### src/rtl/assert_macros.svh
// Assertion macros shared by the RTL files.
`ifndef ASSERT_MACROS_SVH
`define ASSERT_MACROS_SVH
// Implication checked on every clock edge outside reset.
`define CHK_IMPL(label, clk, rst_n, ante, cons) \
	label: assert property (@(posedge clk) disable iff (!rst_n) (ante) |-> (cons)) \
	else $error("check failed");
// Next-cycle implication.
`define CHK_NEXT(label, clk, rst_n, ante, cons) \
	label: assert property (@(posedge clk) disable iff (!rst_n) (ante) |=> (cons)) \
	else $error("check failed");
`endif

### src/rtl/smie_pkg.sv
// Package: opcodes, status codes and sizes of the stack machine executor.
`timescale 1ns / 1ps
package smie_pkg;
	localparam int STACK_DEPTH_DEF = 64;
	localparam int REG_COUNT_DEF   = 4;
	localparam int CODE_WORDS_DEF  = 1024;

	typedef enum logic [3:0] {
		OP_PUSH = 4'd0, OP_POP = 4'd1, OP_ADD = 4'd2, OP_SUB = 4'd3,
		OP_MUL = 4'd4, OP_DIV = 4'd5, OP_JMP = 4'd6, OP_JA = 4'd7,
		OP_JB = 4'd8, OP_JE = 4'd9, OP_JAE = 4'd10, OP_JBE = 4'd11,
		OP_JNE = 4'd12, OP_OUT = 4'd13, OP_HLT = 4'd14, OP_BAD = 4'd15
	} op_t;

	typedef enum logic [2:0] {
		ST_OK = 3'd0, ST_HALT = 3'd1, ST_BADOP = 3'd2, ST_UNDER = 3'd3,
		ST_OVER = 3'd4, ST_DIVZ = 3'd5
	} status_t;

	// Shared ALU function select.
	typedef enum logic [1:0] {
		ALU_ADD = 2'd0, ALU_SUB = 2'd1, ALU_MUL = 2'd2
	} alu_op_t;

	typedef struct packed {
		logic    start;
		alu_op_t op;
	} alu_ctl_t;
endpackage

### src/rtl/smie_alu.sv
// Shared arithmetic unit: one registered add, subtract or multiply per request.
`timescale 1ns / 1ps
module smie_alu
	import smie_pkg::*;
(
	input  logic        clk,
	input  logic        arst_n,
	input  alu_ctl_t    ctl,
	input  logic [31:0] a,
	input  logic [31:0] b,
	output logic [31:0] result,
	output logic        done
);
	logic [31:0] res_q;
	logic        done_q;

	always_ff @(posedge clk or negedge arst_n) begin
		if (!arst_n) begin
			done_q <= 1'b0;
		end else begin
			done_q <= ctl.start;
		end
	end

	always_ff @(posedge clk) begin
		if (ctl.start) begin
			unique case (ctl.op)
				ALU_ADD: res_q <= a + b;
				ALU_SUB: res_q <= a - b;
				ALU_MUL: res_q <= a * b;
				default: res_q <= a - b;
			endcase
		end
	end

	assign result = res_q;
	assign done   = done_q;
endmodule

### src/rtl/smie_div.sv
// Signed 32-bit divider, one quotient bit a cycle, truncating toward zero.
`timescale 1ns / 1ps
`include "assert_macros.svh"
module smie_div
	import smie_pkg::*;
(
	input  logic        clk,
	input  logic        arst_n,
	input  logic        start,
	input  logic [31:0] dividend,
	input  logic [31:0] divisor,
	output logic [31:0] quotient,
	output logic        done
);
	logic [31:0] rem_q, quo_q, dsr_q;
	logic [5:0]  cnt_q;
	logic        busy_q, neg_q, done_q;
	logic [32:0] trial;
	logic [31:0] shifted;

	assign shifted = {rem_q[30:0], quo_q[31]};
	assign trial   = {1'b0, shifted} - {1'b0, dsr_q};

	always_ff @(posedge clk or negedge arst_n) begin
		if (!arst_n) begin
			busy_q <= 1'b0;
			done_q <= 1'b0;
			cnt_q  <= '0;
		end else begin
			done_q <= 1'b0;
			if (start) begin
				busy_q <= 1'b1;
				cnt_q  <= 6'd32;
			end else if (busy_q) begin
				cnt_q <= cnt_q - 6'd1;
				if (cnt_q == 6'd1) begin
					busy_q <= 1'b0;
					done_q <= 1'b1;
				end
			end
		end
	end

	always_ff @(posedge clk) begin
		if (start) begin
			rem_q <= '0;
			quo_q <= dividend[31] ? (~dividend + 32'd1) : dividend;
			dsr_q <= divisor[31] ? (~divisor + 32'd1) : divisor;
			neg_q <= dividend[31] ^ divisor[31];
		end else if (busy_q) begin
			if (!trial[32]) begin
				rem_q <= trial[31:0];
				quo_q <= {quo_q[30:0], 1'b1};
			end else begin
				rem_q <= shifted;
				quo_q <= {quo_q[30:0], 1'b0};
			end
		end
	end

	assign quotient = neg_q ? (~quo_q + 32'd1) : quo_q;
	assign done     = done_q;

	`CHK_NEXT(a_div_done_once, clk, arst_n, done_q, !done_q)
	`CHK_IMPL(a_div_no_restart, clk, arst_n, busy_q, !start)
	`CHK_NEXT(a_div_start_busy, clk, arst_n, start, busy_q)
endmodule

### src/rtl/stack_machine_instruction_executor_core.sv
// Top level: sequenced stack machine executor with stack memory and shared units.
// Usage:
//  s_axis carries one decoded instruction per transfer; tdata packs, from bit 0:
//  mode[3:0], arg_kind[5:4], immediate[37:6], reg_index[39:38], jump_target[49:40].
//  m_axis returns one result per instruction; tdata packs, from bit 0:
//  next_address[9:0], out_valid[10], out_value[42:11], status[45:43].
//  States from the input transfer to the output register, by instruction:
//  push, jmp, hlt, bad opcode and any instruction while halted: S_RD1, S_OUT;
//  pop/out and their underflow: S_RD1, S_RD2 (one registered stack read), S_OUT;
//  compares, other underflow and divide by zero: S_RD1, S_RD2, S_EXEC (two
//  reads, then decide), S_OUT; add/sub/mul/div: then S_WAIT (shared ALU or
//  32-step divider) and S_WB (write-back) before S_OUT. The sequencer, the
//  single stack memory port and the shared ALU/divider set this order;
//  s_axis_tready is high only in S_IDLE, after the last instruction's S_OUT.
//  Reset clears the stack count, registers, program counter and halt flag;
//  stack memory contents are not cleared and need no pass.
//  A result is held in the output register while m_axis_tready is low; the
//  next instruction may still be taken and run, and its result waits in the
//  sequencer until the output register frees up.
`timescale 1ns / 1ps
`include "assert_macros.svh"
module stack_machine_instruction_executor_core
	import smie_pkg::*;
#(
	parameter int STACK_DEPTH = STACK_DEPTH_DEF,
	parameter int REG_COUNT   = REG_COUNT_DEF
) (
	input  logic        clk,
	input  logic        arst_n,
	input  logic        s_axis_tvalid,
	output logic        s_axis_tready,
	// mode, arg_kind, immediate, reg_index, jump_target (from bit 0)
	input  logic [55:0] s_axis_tdata,
	output logic        m_axis_tvalid,
	input  logic        m_axis_tready,
	// next_address, out_valid, out_value, status (from bit 0)
	output logic [47:0] m_axis_tdata
);
	localparam int SAW = $clog2(STACK_DEPTH);
	localparam int SCW = $clog2(STACK_DEPTH + 1);
	localparam int RIW = (REG_COUNT > 1) ? $clog2(REG_COUNT) : 1;
	localparam logic [SCW-1:0] FULL = SCW'(STACK_DEPTH);

	typedef enum logic [6:0] {
		S_IDLE  = 7'b0000001,
		S_RD1   = 7'b0000010,
		S_RD2   = 7'b0000100,
		S_EXEC  = 7'b0001000,
		S_WAIT  = 7'b0010000,
		S_WB    = 7'b0100000,
		S_OUT   = 7'b1000000
	} state_t;

	state_t state_q;

	// Instruction fields held for the whole sequence.
	op_t         mode_q;
	logic [1:0]  kind_q;
	logic [31:0] imm_q;
	logic [1:0]  reg_q;
	logic [9:0]  tgt_q;

	logic [SCW-1:0] cnt_q;
	logic [31:0]    regs_q [REG_COUNT];
	logic [9:0]     pc_q;
	logic           halt_q;

	// Stack memory, one port, registered read.
	logic [31:0] mem [STACK_DEPTH];
	logic [31:0] rd_data;
	logic        mem_we;
	logic [SAW-1:0] mem_addr;
	logic [31:0] mem_wdata;
	logic [31:0] top_q;
	logic [31:0] sec_val;

	always_ff @(posedge clk) begin
		if (mem_we) begin
			mem[mem_addr] <= mem_wdata;
		end
		rd_data <= mem[mem_addr];
	end

	// Second entry comes out of the memory in S_EXEC, in the cycle after its
	// read in S_RD2; the shared units sample it at their start.
	assign sec_val = rd_data;

	// Working result, built up while the instruction runs.
	logic        ov_q;
	logic [9:0]  na_q;
	logic        outv_q;
	logic [31:0] outval_q;
	status_t     st_q;

	// Output register, loaded once the working result is complete.
	logic [47:0] mdata_q;
	logic        out_load;

	alu_ctl_t    alu_ctl;
	logic [31:0] alu_res, div_res;
	logic        alu_done, div_done, div_start;

	smie_alu u_alu (
		.clk(clk), .arst_n(arst_n), .ctl(alu_ctl), .a(sec_val), .b(top_q),
		.result(alu_res), .done(alu_done)
	);

	smie_div u_div (
		.clk(clk), .arst_n(arst_n), .start(div_start), .dividend(sec_val),
		.divisor(top_q), .quotient(div_res), .done(div_done)
	);

	// Code addresses wrap at 1024 words, the width of the address fields.
	function automatic logic [9:0] pc_add(input logic [9:0] pc, input logic [1:0] n);
		return pc + {8'd0, n};
	endfunction

	logic accept;
	assign accept        = s_axis_tvalid && s_axis_tready;
	assign s_axis_tready = (state_q == S_IDLE);
	assign m_axis_tvalid = ov_q;
	assign m_axis_tdata  = mdata_q;
	assign out_load      = (state_q == S_OUT) && (!ov_q || m_axis_tready);

	logic binop, cjump, enough2;
	assign binop   = (mode_q == OP_ADD) || (mode_q == OP_SUB) ||
		(mode_q == OP_MUL) || (mode_q == OP_DIV);
	assign cjump   = (mode_q >= OP_JA) && (mode_q <= OP_JNE);
	assign enough2 = (cnt_q >= SCW'(2)) && (cnt_q <= FULL);

	logic take;
	logic signed [31:0] ts, ss;
	assign ts = top_q;
	assign ss = sec_val;
	always_comb begin
		unique case (mode_q)
			OP_JA:   take = ts < ss;
			OP_JB:   take = ts > ss;
			OP_JE:   take = ts == ss;
			OP_JAE:  take = ts <= ss;
			OP_JBE:  take = ts >= ss;
			default: take = ts != ss;
		endcase
	end

	logic [31:0] push_val;
	always_comb begin
		push_val = '0;
		if (kind_q[0]) begin
			push_val = imm_q;
		end else if (kind_q[1] && (32'(reg_q) < 32'(REG_COUNT))) begin
			push_val = regs_q[RIW'(reg_q)];
		end
	end

	// Next address and status known right after decode.
	logic [9:0] rd1_na;
	status_t    rd1_st;
	always_comb begin
		rd1_na = pc_add(pc_q, 2'd1);
		rd1_st = ST_OK;
		if (halt_q) begin
			rd1_st = ST_HALT;
			rd1_na = pc_q;
		end else begin
			unique case (mode_q)
				OP_PUSH: begin
					rd1_na = pc_add(pc_q, (kind_q == 2'b00) ? 2'd2 : 2'd3);
					if (cnt_q >= FULL) rd1_st = ST_OVER;
				end
				OP_POP: rd1_na = pc_add(pc_q, 2'd3);
				OP_JMP: rd1_na = tgt_q;
				OP_HLT: begin
					rd1_st = ST_HALT;
					rd1_na = pc_q;
				end
				OP_BAD: rd1_st = ST_BADOP;
				OP_JA, OP_JB, OP_JE, OP_JAE, OP_JBE, OP_JNE:
					rd1_na = pc_add(pc_q, 2'd2);
				default: ;
			endcase
		end
	end

	// Memory address and write control, and the start of the shared units.
	always_comb begin
		mem_we    = 1'b0;
		mem_wdata = push_val;
		mem_addr  = SAW'(cnt_q - SCW'(1));
		alu_ctl   = '{start: 1'b0, op: ALU_ADD};
		div_start = 1'b0;
		unique case (state_q)
			S_RD1: begin
				if (mode_q == OP_PUSH) begin
					mem_addr = SAW'(cnt_q);
					mem_we   = !halt_q && (cnt_q < FULL);
				end
			end
			S_RD2: mem_addr = SAW'(cnt_q - SCW'(2));
			S_EXEC: begin
				if (binop && enough2) begin
					if (mode_q == OP_DIV) begin
						div_start = (top_q != '0);
					end else begin
						alu_ctl.start = 1'b1;
						alu_ctl.op = (mode_q == OP_ADD) ? ALU_ADD :
							(mode_q == OP_SUB) ? ALU_SUB : ALU_MUL;
					end
				end
			end
			S_WB: begin
				mem_addr  = SAW'(cnt_q - SCW'(2));
				mem_wdata = (mode_q == OP_DIV) ? div_res : alu_res;
				mem_we    = 1'b1;
			end
			default: ;
		endcase
	end

	// Sequencer.
	always_ff @(posedge clk or negedge arst_n) begin
		if (!arst_n) begin
			state_q <= S_IDLE;
			cnt_q   <= '0;
			pc_q    <= '0;
			halt_q  <= 1'b0;
			ov_q    <= 1'b0;
			for (int i = 0; i < REG_COUNT; i++) begin
				regs_q[i] <= '0;
			end
		end else begin
			// Advance the output register: load a new result or drop the sent one.
			if (out_load) begin
				ov_q <= 1'b1;
			end else if (ov_q && m_axis_tready) begin
				ov_q <= 1'b0;
			end
			unique case (state_q)
				S_IDLE: begin
					if (accept) begin
						state_q <= S_RD1;
					end
				end
				S_RD1: begin
					if (halt_q || mode_q == OP_PUSH || mode_q == OP_JMP ||
							mode_q == OP_HLT || mode_q == OP_BAD) begin
						state_q <= S_OUT;
						if (!halt_q && mode_q == OP_PUSH && cnt_q < FULL) begin
							cnt_q <= cnt_q + SCW'(1);
						end
						if (!halt_q && mode_q == OP_HLT) begin
							halt_q <= 1'b1;
						end
					end else begin
						state_q <= S_RD2;
					end
				end
				S_RD2: begin
					// rd_data now holds the top entry
					if ((mode_q == OP_POP || mode_q == OP_OUT)) begin
						state_q <= S_OUT;
						if (cnt_q != '0) begin
							cnt_q <= cnt_q - SCW'(1);
							if (mode_q == OP_POP && 32'(reg_q) < 32'(REG_COUNT)) begin
								regs_q[RIW'(reg_q)] <= rd_data;
							end
						end
					end else begin
						state_q <= S_EXEC;
					end
				end
				S_EXEC: begin
					if (binop && enough2 && !(mode_q == OP_DIV && top_q == '0)) begin
						state_q <= S_WAIT;
					end else begin
						state_q <= S_OUT;
						if (cjump && enough2) begin
							cnt_q <= cnt_q - SCW'(2);
						end
					end
				end
				S_WAIT: begin
					if (alu_done || div_done) begin
						state_q <= S_WB;
					end
				end
				S_WB: begin
					cnt_q   <= cnt_q - SCW'(1);
					state_q <= S_OUT;
				end
				S_OUT: begin
					// Hold here until the output register can take the result.
					if (out_load) begin
						pc_q    <= na_q;
						state_q <= S_IDLE;
					end
				end
				default: state_q <= S_IDLE;
			endcase
		end
	end

	// Payload registers.
	always_ff @(posedge clk) begin
		if (accept) begin
			mode_q <= op_t'(s_axis_tdata[3:0]);
			kind_q <= s_axis_tdata[5:4];
			imm_q  <= s_axis_tdata[37:6];
			reg_q  <= s_axis_tdata[39:38];
			tgt_q  <= s_axis_tdata[49:40];
		end
		if (state_q == S_RD2) begin
			top_q <= rd_data;
		end
		if (out_load) begin
			mdata_q <= {2'b00, st_q, outval_q, outv_q, na_q};
		end
		unique case (state_q)
			S_RD1: begin
				outv_q   <= 1'b0;
				outval_q <= '0;
				st_q     <= rd1_st;
				na_q     <= rd1_na;
			end
			S_RD2: begin
				if (mode_q == OP_POP || mode_q == OP_OUT) begin
					if (cnt_q == '0) begin
						st_q <= ST_UNDER;
					end else if (mode_q == OP_OUT) begin
						outv_q   <= 1'b1;
						outval_q <= rd_data;
					end
				end
			end
			S_EXEC: begin
				if (!enough2) begin
					st_q <= ST_UNDER;
				end else if (mode_q == OP_DIV && top_q == '0) begin
					st_q <= ST_DIVZ;
				end else if (cjump && take) begin
					na_q <= tgt_q;
				end
			end
			default: ;
		endcase
	end

	`CHK_IMPL(a_ready_idle, clk, arst_n, s_axis_tready, state_q == S_IDLE)
	`CHK_IMPL(a_count_range, clk, arst_n, 1'b1, cnt_q <= FULL)
	`CHK_NEXT(a_halt_sticky, clk, arst_n, halt_q, halt_q)
	`CHK_NEXT(a_out_hold, clk, arst_n, ov_q && !m_axis_tready, ov_q)
endmodule
### config.mk
export PLATFORM = sky130hd
export DESIGN_NAME = stack_machine_instruction_executor_core
export DESIGN_NICKNAME = d
export VERILOG_FILES = /design/src/rtl/smie_pkg.sv /design/src/rtl/smie_alu.sv /design/src/rtl/smie_div.sv /design/src/rtl/stack_machine_instruction_executor_core.sv
export VERILOG_INCLUDE_DIRS = /design/src /design/src/rtl
export SDC_FILE = /design/constraint.sdc
export NUM_CORES = 2
export LEC_CHECK = 0
export BUFFER_PORTS_ARGS = -buffer_cell sky130_fd_sc_hd__buf_2
export CAP_MARGIN = 20
export CORE_AREA = 2 2 514 516
export CTS_CLUSTER_DIAMETER = 60
export DETAILED_ROUTE_END_ITERATION = 8
export DIE_AREA = 0 0 516 518
export PLACE_DENSITY_LB_ADDON = 0.25
export SLEW_MARGIN = 0
export SYNTH_ARGS = -nofsm -noshare
export SYNTH_HDL_FRONTEND = slang
export SYNTH_SLANG_ARGS = --single-unit
### constraint.sdc
create_clock -name clk -period 7.1 [get_ports clk]
set_input_delay 1.42 -clock clk [delete_from_list [all_inputs] [get_ports clk]]
set_output_delay 1.42 -clock clk [all_outputs]
set_load 0.05 [all_outputs]
==> impl_table.tex <==
\begin{tabular}{lr}
\hline
Metric & Value \\
\hline
\multicolumn{2}{l}{\textbf{STA}} \\
Setup skew after layout & 0.09742 ns \\
Worst relative slew slack & 16.25\% \\
Setup repair after global routing missed its margin & yes \\
Maximum clock rate & 0.1407 GHz \\
Measured slew at the worst slew-check pin & 1.243 ns \\
Final Slew Violations & 0 \\
Crit path setup slack, layout & -0.009461 ns \\
Hold Worst Slack & 0.4178 ns \\
Final critical path time including I/O delays and setup & 7.109 ns \\
Final setup violation count & 3 \\
Final-report hold violation count & 0 \\
Ratio of final minimum period to clock period & 100.1\% \\
\multicolumn{2}{l}{\textbf{Run}} \\
Number of max-capacitance violations reported & 0 \\
\multicolumn{2}{l}{\textbf{Outcome}} \\
Result of the run & finished with violations \\
Failing checks & negative setup slack \\
\multicolumn{2}{l}{\textbf{Route}} \\
Initial DRC Count & 11.04k \\
Remaining antenna violation count & 0 \\
WL final & 387.8 mm \\
Routed len/inst & 30.77 um \\
Via Count & 77.64k \\
TritonRoute pass-1 iters & 8 \\
Detailed-route DRC error count & 0 \\
Number of vias per cell & 6.160 \\
\multicolumn{2}{l}{\textbf{Die}} \\
Placement Rows & 188 \\
Initial core utilization & 44.79\% \\
Overall die area & 267,300 um\^{}2 \\
Core area & 261,600 um\^{}2 \\
Total I/O pin count & 110 \\
Width of the chip & 516 um \\
Vert. Die Dim & 518 um \\
\multicolumn{2}{l}{\textbf{CTS}} \\
Maximum buffer depth of the clock tree & 4 \\
Number of sinks on the clock net & 2,545 \\
Clock-pin slew on the worst setup and hold paths & 0.06 ns \\
Clock buffers created by TritonCTS & 274 \\
Number of H-tree branching levels & 5 \\
Clock insertion delay at the later pin of the skew report & 0.89 ns \\
Clock tree from TritonCTS & done \\
Clock root buffer & sky130\_fd\_sc\_hd\_\_clkbuf\_16 \\
\multicolumn{2}{l}{\textbf{Yosys}} \\
Mapped cell area & 117,200 um\^{}2 \\
Mean area per synthesized cell & 13.86 um\^{}2 \\
Post-synthesis cell type count & 90 \\
Post-synth top flop & sky130\_fd\_sc\_hd\_\_edfxtp\_1 \\
Number of storage elements in the synthesis netlist & 2,545 \\
Syn Inst Count & 8,453 \\
Async set-or-reset flop fraction in the synthesized netlist & 6.405\% \\
EDFF count, synth & 2,319 \\
Sequential share of the synthesized area & 64.00\% \\
Number of warnings issued by yosys & 0 \\
\multicolumn{2}{l}{\textbf{Finish}} \\
Non-filler instance count after layout & 12.60k \\
\# nets final & 9,591 \\
Fill cells & 21.70k \\
Layout Area Growth over Synthesis & 15.73\% \\
Biggest register & mem \\
Flip-flop count of the largest register after layout & 2,048 \\
Fraction of final layout cells sized beyond drive strength 1 & 15.16\% \\
\multicolumn{2}{l}{\textbf{Placed design}} \\
\# port buffers & 101 \\
Final weighted congestion of routability-driven global placement & 0.9446 \\
DP Wirelength & 250.3 mm \\
Number of cells after detailed placement & 12.09k \\
\multicolumn{2}{l}{\textbf{Critical path}} \\
Type of the setup path with the least slack & flip-flop to flip-flop \\
Highest cell delay on the worst timing path & 0.58 ns \\
Cell with the largest stage delay on the worst path & sky130\_fd\_sc\_hd\_\_fa\_2 \\
Endpoint arrival time on the critical path & 7.62 ns \\
Cell type with the highest occurrence count on the critical path & sky130\_fd\_sc\_hd\_\_fa\_1 \\
Worst-path maximum fanout & 9 \\
Critical Path RT & 7.61 ns \\
Endpoint type of the worst setup path & flip-flop \\
Type of origin of the critical path & flip-flop \\
\multicolumn{2}{l}{\textbf{GRT}} \\
Via count of the first global-routing pass & 75.35k \\
Residual overflow from global routing & 0 \\
Antenna violations before repair & 31 \\
Global-route wire length before repair & 549.0 mm \\
Maximum number of pins on one net before global-route repair & 78 \\
Total global-route track usage & 28.50\% \\
\multicolumn{2}{l}{\textbf{Hold path}} \\
Path type of the worst min-delay path & flip-flop to flip-flop \\
\hline
\end{tabular}
logic make-up (layout without fill, tap and decap cells):
logic type	after synthesis	after routing	synth area share, %
muxes	240	240	2.473
AOI/OAI and AO/OA	1979	1979	11.51
other	1	13	0.003201
and+or+nand+nor	1779	1779	7.085
xor gates and xnor gates	265	265	1.981
buffers and inverters	986	1610	3.284
DFF	2545	2545	64.00
adders and majority gates	658	658	9.661
final timing paths:
path	from	endpoint	slack, ns	cells past startpoint
setup reg to reg	top_q[3]$_DFFE_PP_	u_alu.result[30]$_DFFE_PP_	-0.009	25
hold / removal	outval_q[10]$_SDFFCE_PN0P_	m_axis_tdata[21]$_DFFE_PP_	0.42	0
min in group asynchronous	arst_n	regs_q[2]$_DFFE_PN0P_	0.49	1
setup / recovery	top_q[3]$_DFFE_PP_	u_alu.result[30]$_DFFE_PP_	-0.009	25
max in group asynchronous	arst_n	u_div.busy_q$_DFF_PN0_	5.53	3
hold reg to reg	outval_q[10]$_SDFFCE_PN0P_	m_axis_tdata[21]$_DFFE_PP_	0.42	0
metrics by stage:
stage | TNS, ns | instance area, um^2 | utilization, % | setup WS [ns]
floorplan | 0 | 117200 | - | 0.05886
global placement | -1.371 | 126200 | 48.23 | -0.2636
detailed placement | -1.559 | 126200 | 48.25 | -0.2454
CTS | -0.1143 | 135300 | 51.74 | -0.05165
global route | -2.554 | 135600 | 51.83 | -0.3132
finish | -0.01528 | 135600 | 51.84 | -0.009461
synth_stat cells, drive strengths merged (63+ instances only):
cell | count | share of area, %
edfxtp | 2319 | 59
nand2 | 792 | 2.5
a22oi | 518 | 3.3
a21oi | 471 | 2.0
inv | 463 | 1.5
fa | 411 | 7.0
clkbuf | 361 | 1.2
nor2 | 354 | 1.1
and2 | 286 | 1.5
o21ai | 269 | 1.1
ha | 247 | 2.6
xnor2 | 187 | 1.4
dfrtp | 162 | 3.5
buf | 154 | 0.61
a221oi | 142 | 1.1
mux2i | 132 | 1.1
xor2 | 78 | 0.58
mux2 | 76 | 0.73
a22o | 64 | 0.48
dfxtp | 63 | 1.1
routing by layer:
metal	wire (um)	share of wire, %	GRT usage, %
met1	148300	38	38.58
met3	39670	10	5.028
met4	21620	5.6	13.40
met5	113	0.029	0
met2	178100	46	44.69
layout by cell type, fill, tap and decap left out, types with 36 or more instances in the layout:
master	instances
sky130_fd_sc_hd__a41oi_1	51
sky130_fd_sc_hd__mux2i_1	132
sky130_fd_sc_hd__xnor2_1	186
sky130_fd_sc_hd__and2_1	282
sky130_fd_sc_hd__fa_1	406
sky130_fd_sc_hd__inv_1	458
sky130_fd_sc_hd__o21ai_0	260
sky130_fd_sc_hd__dfrtp_1	161
sky130_fd_sc_hd__clkinv_2	44
sky130_fd_sc_hd__buf_4	470
sky130_fd_sc_hd__nand3_1	51
sky130_fd_sc_hd__clkinv_1	62
sky130_fd_sc_hd__nor3_1	36
sky130_fd_sc_hd__clkbuf_16	279
sky130_fd_sc_hd__ha_1	239
sky130_fd_sc_hd__nand2_1	786
sky130_fd_sc_hd__a21oi_1	437
sky130_fd_sc_hd__a22oi_1	517
sky130_fd_sc_hd__xor2_1	75
sky130_fd_sc_hd__o31ai_1	41
sky130_fd_sc_hd__mux2_2	76
sky130_fd_sc_hd__a31oi_1	52
sky130_fd_sc_hd__nor2_1	278
sky130_fd_sc_hd__o22ai_1	59
sky130_fd_sc_hd__edfxtp_1	2319
sky130_fd_sc_hd__buf_12	77
sky130_fd_sc_hd__a21o_1	55
sky130_fd_sc_hd__a22o_1	63
sky130_fd_sc_hd__nor4_1	50
sky130_fd_sc_hd__nor2_4	74
sky130_fd_sc_hd__dfxtp_1	57
sky130_fd_sc_hd__nand4_1	44
sky130_fd_sc_hd__buf_2	103
sky130_fd_sc_hd__a222oi_1	53
sky130_fd_sc_hd__a221oi_1	140
layout make-up:
type                    instances  area (um^2)  area share [%]
inverters                     471         1770           1.306
flip-flops and latches       2545        74990           55.30
repair buffers                658         5729           4.225
diodes                         11        27.53         0.02030
clock buffers                 317         7154           5.277
clock inverters               164         1727           1.273
well taps                    3515         4398           3.244
multi-input cells            4923        39800           29.35
critical path: cells and delay by family (launching register included):
kind	cells	cell delay [ns]
xor gates and xnor gates	1	0.16
buffers and inverters	5	0.59
adders and majority gates	9	4.20
AOI/OAI and AO/OA	9	1.22
and+or+nand+nor	1	0.18
DFF	1	0.44
repair_timing:
action,in CTS,in global routing
gates resized for setup,23,27
hold buffers,0,0
setup buffers,11,6
pin swaps,20,34
gates cloned,1,0
setup endpoints to repair,13,14
Power is left out: the tool's default activity adds up to more than one toggle a clock period on the data nets, which glitch-free logic cannot reach.
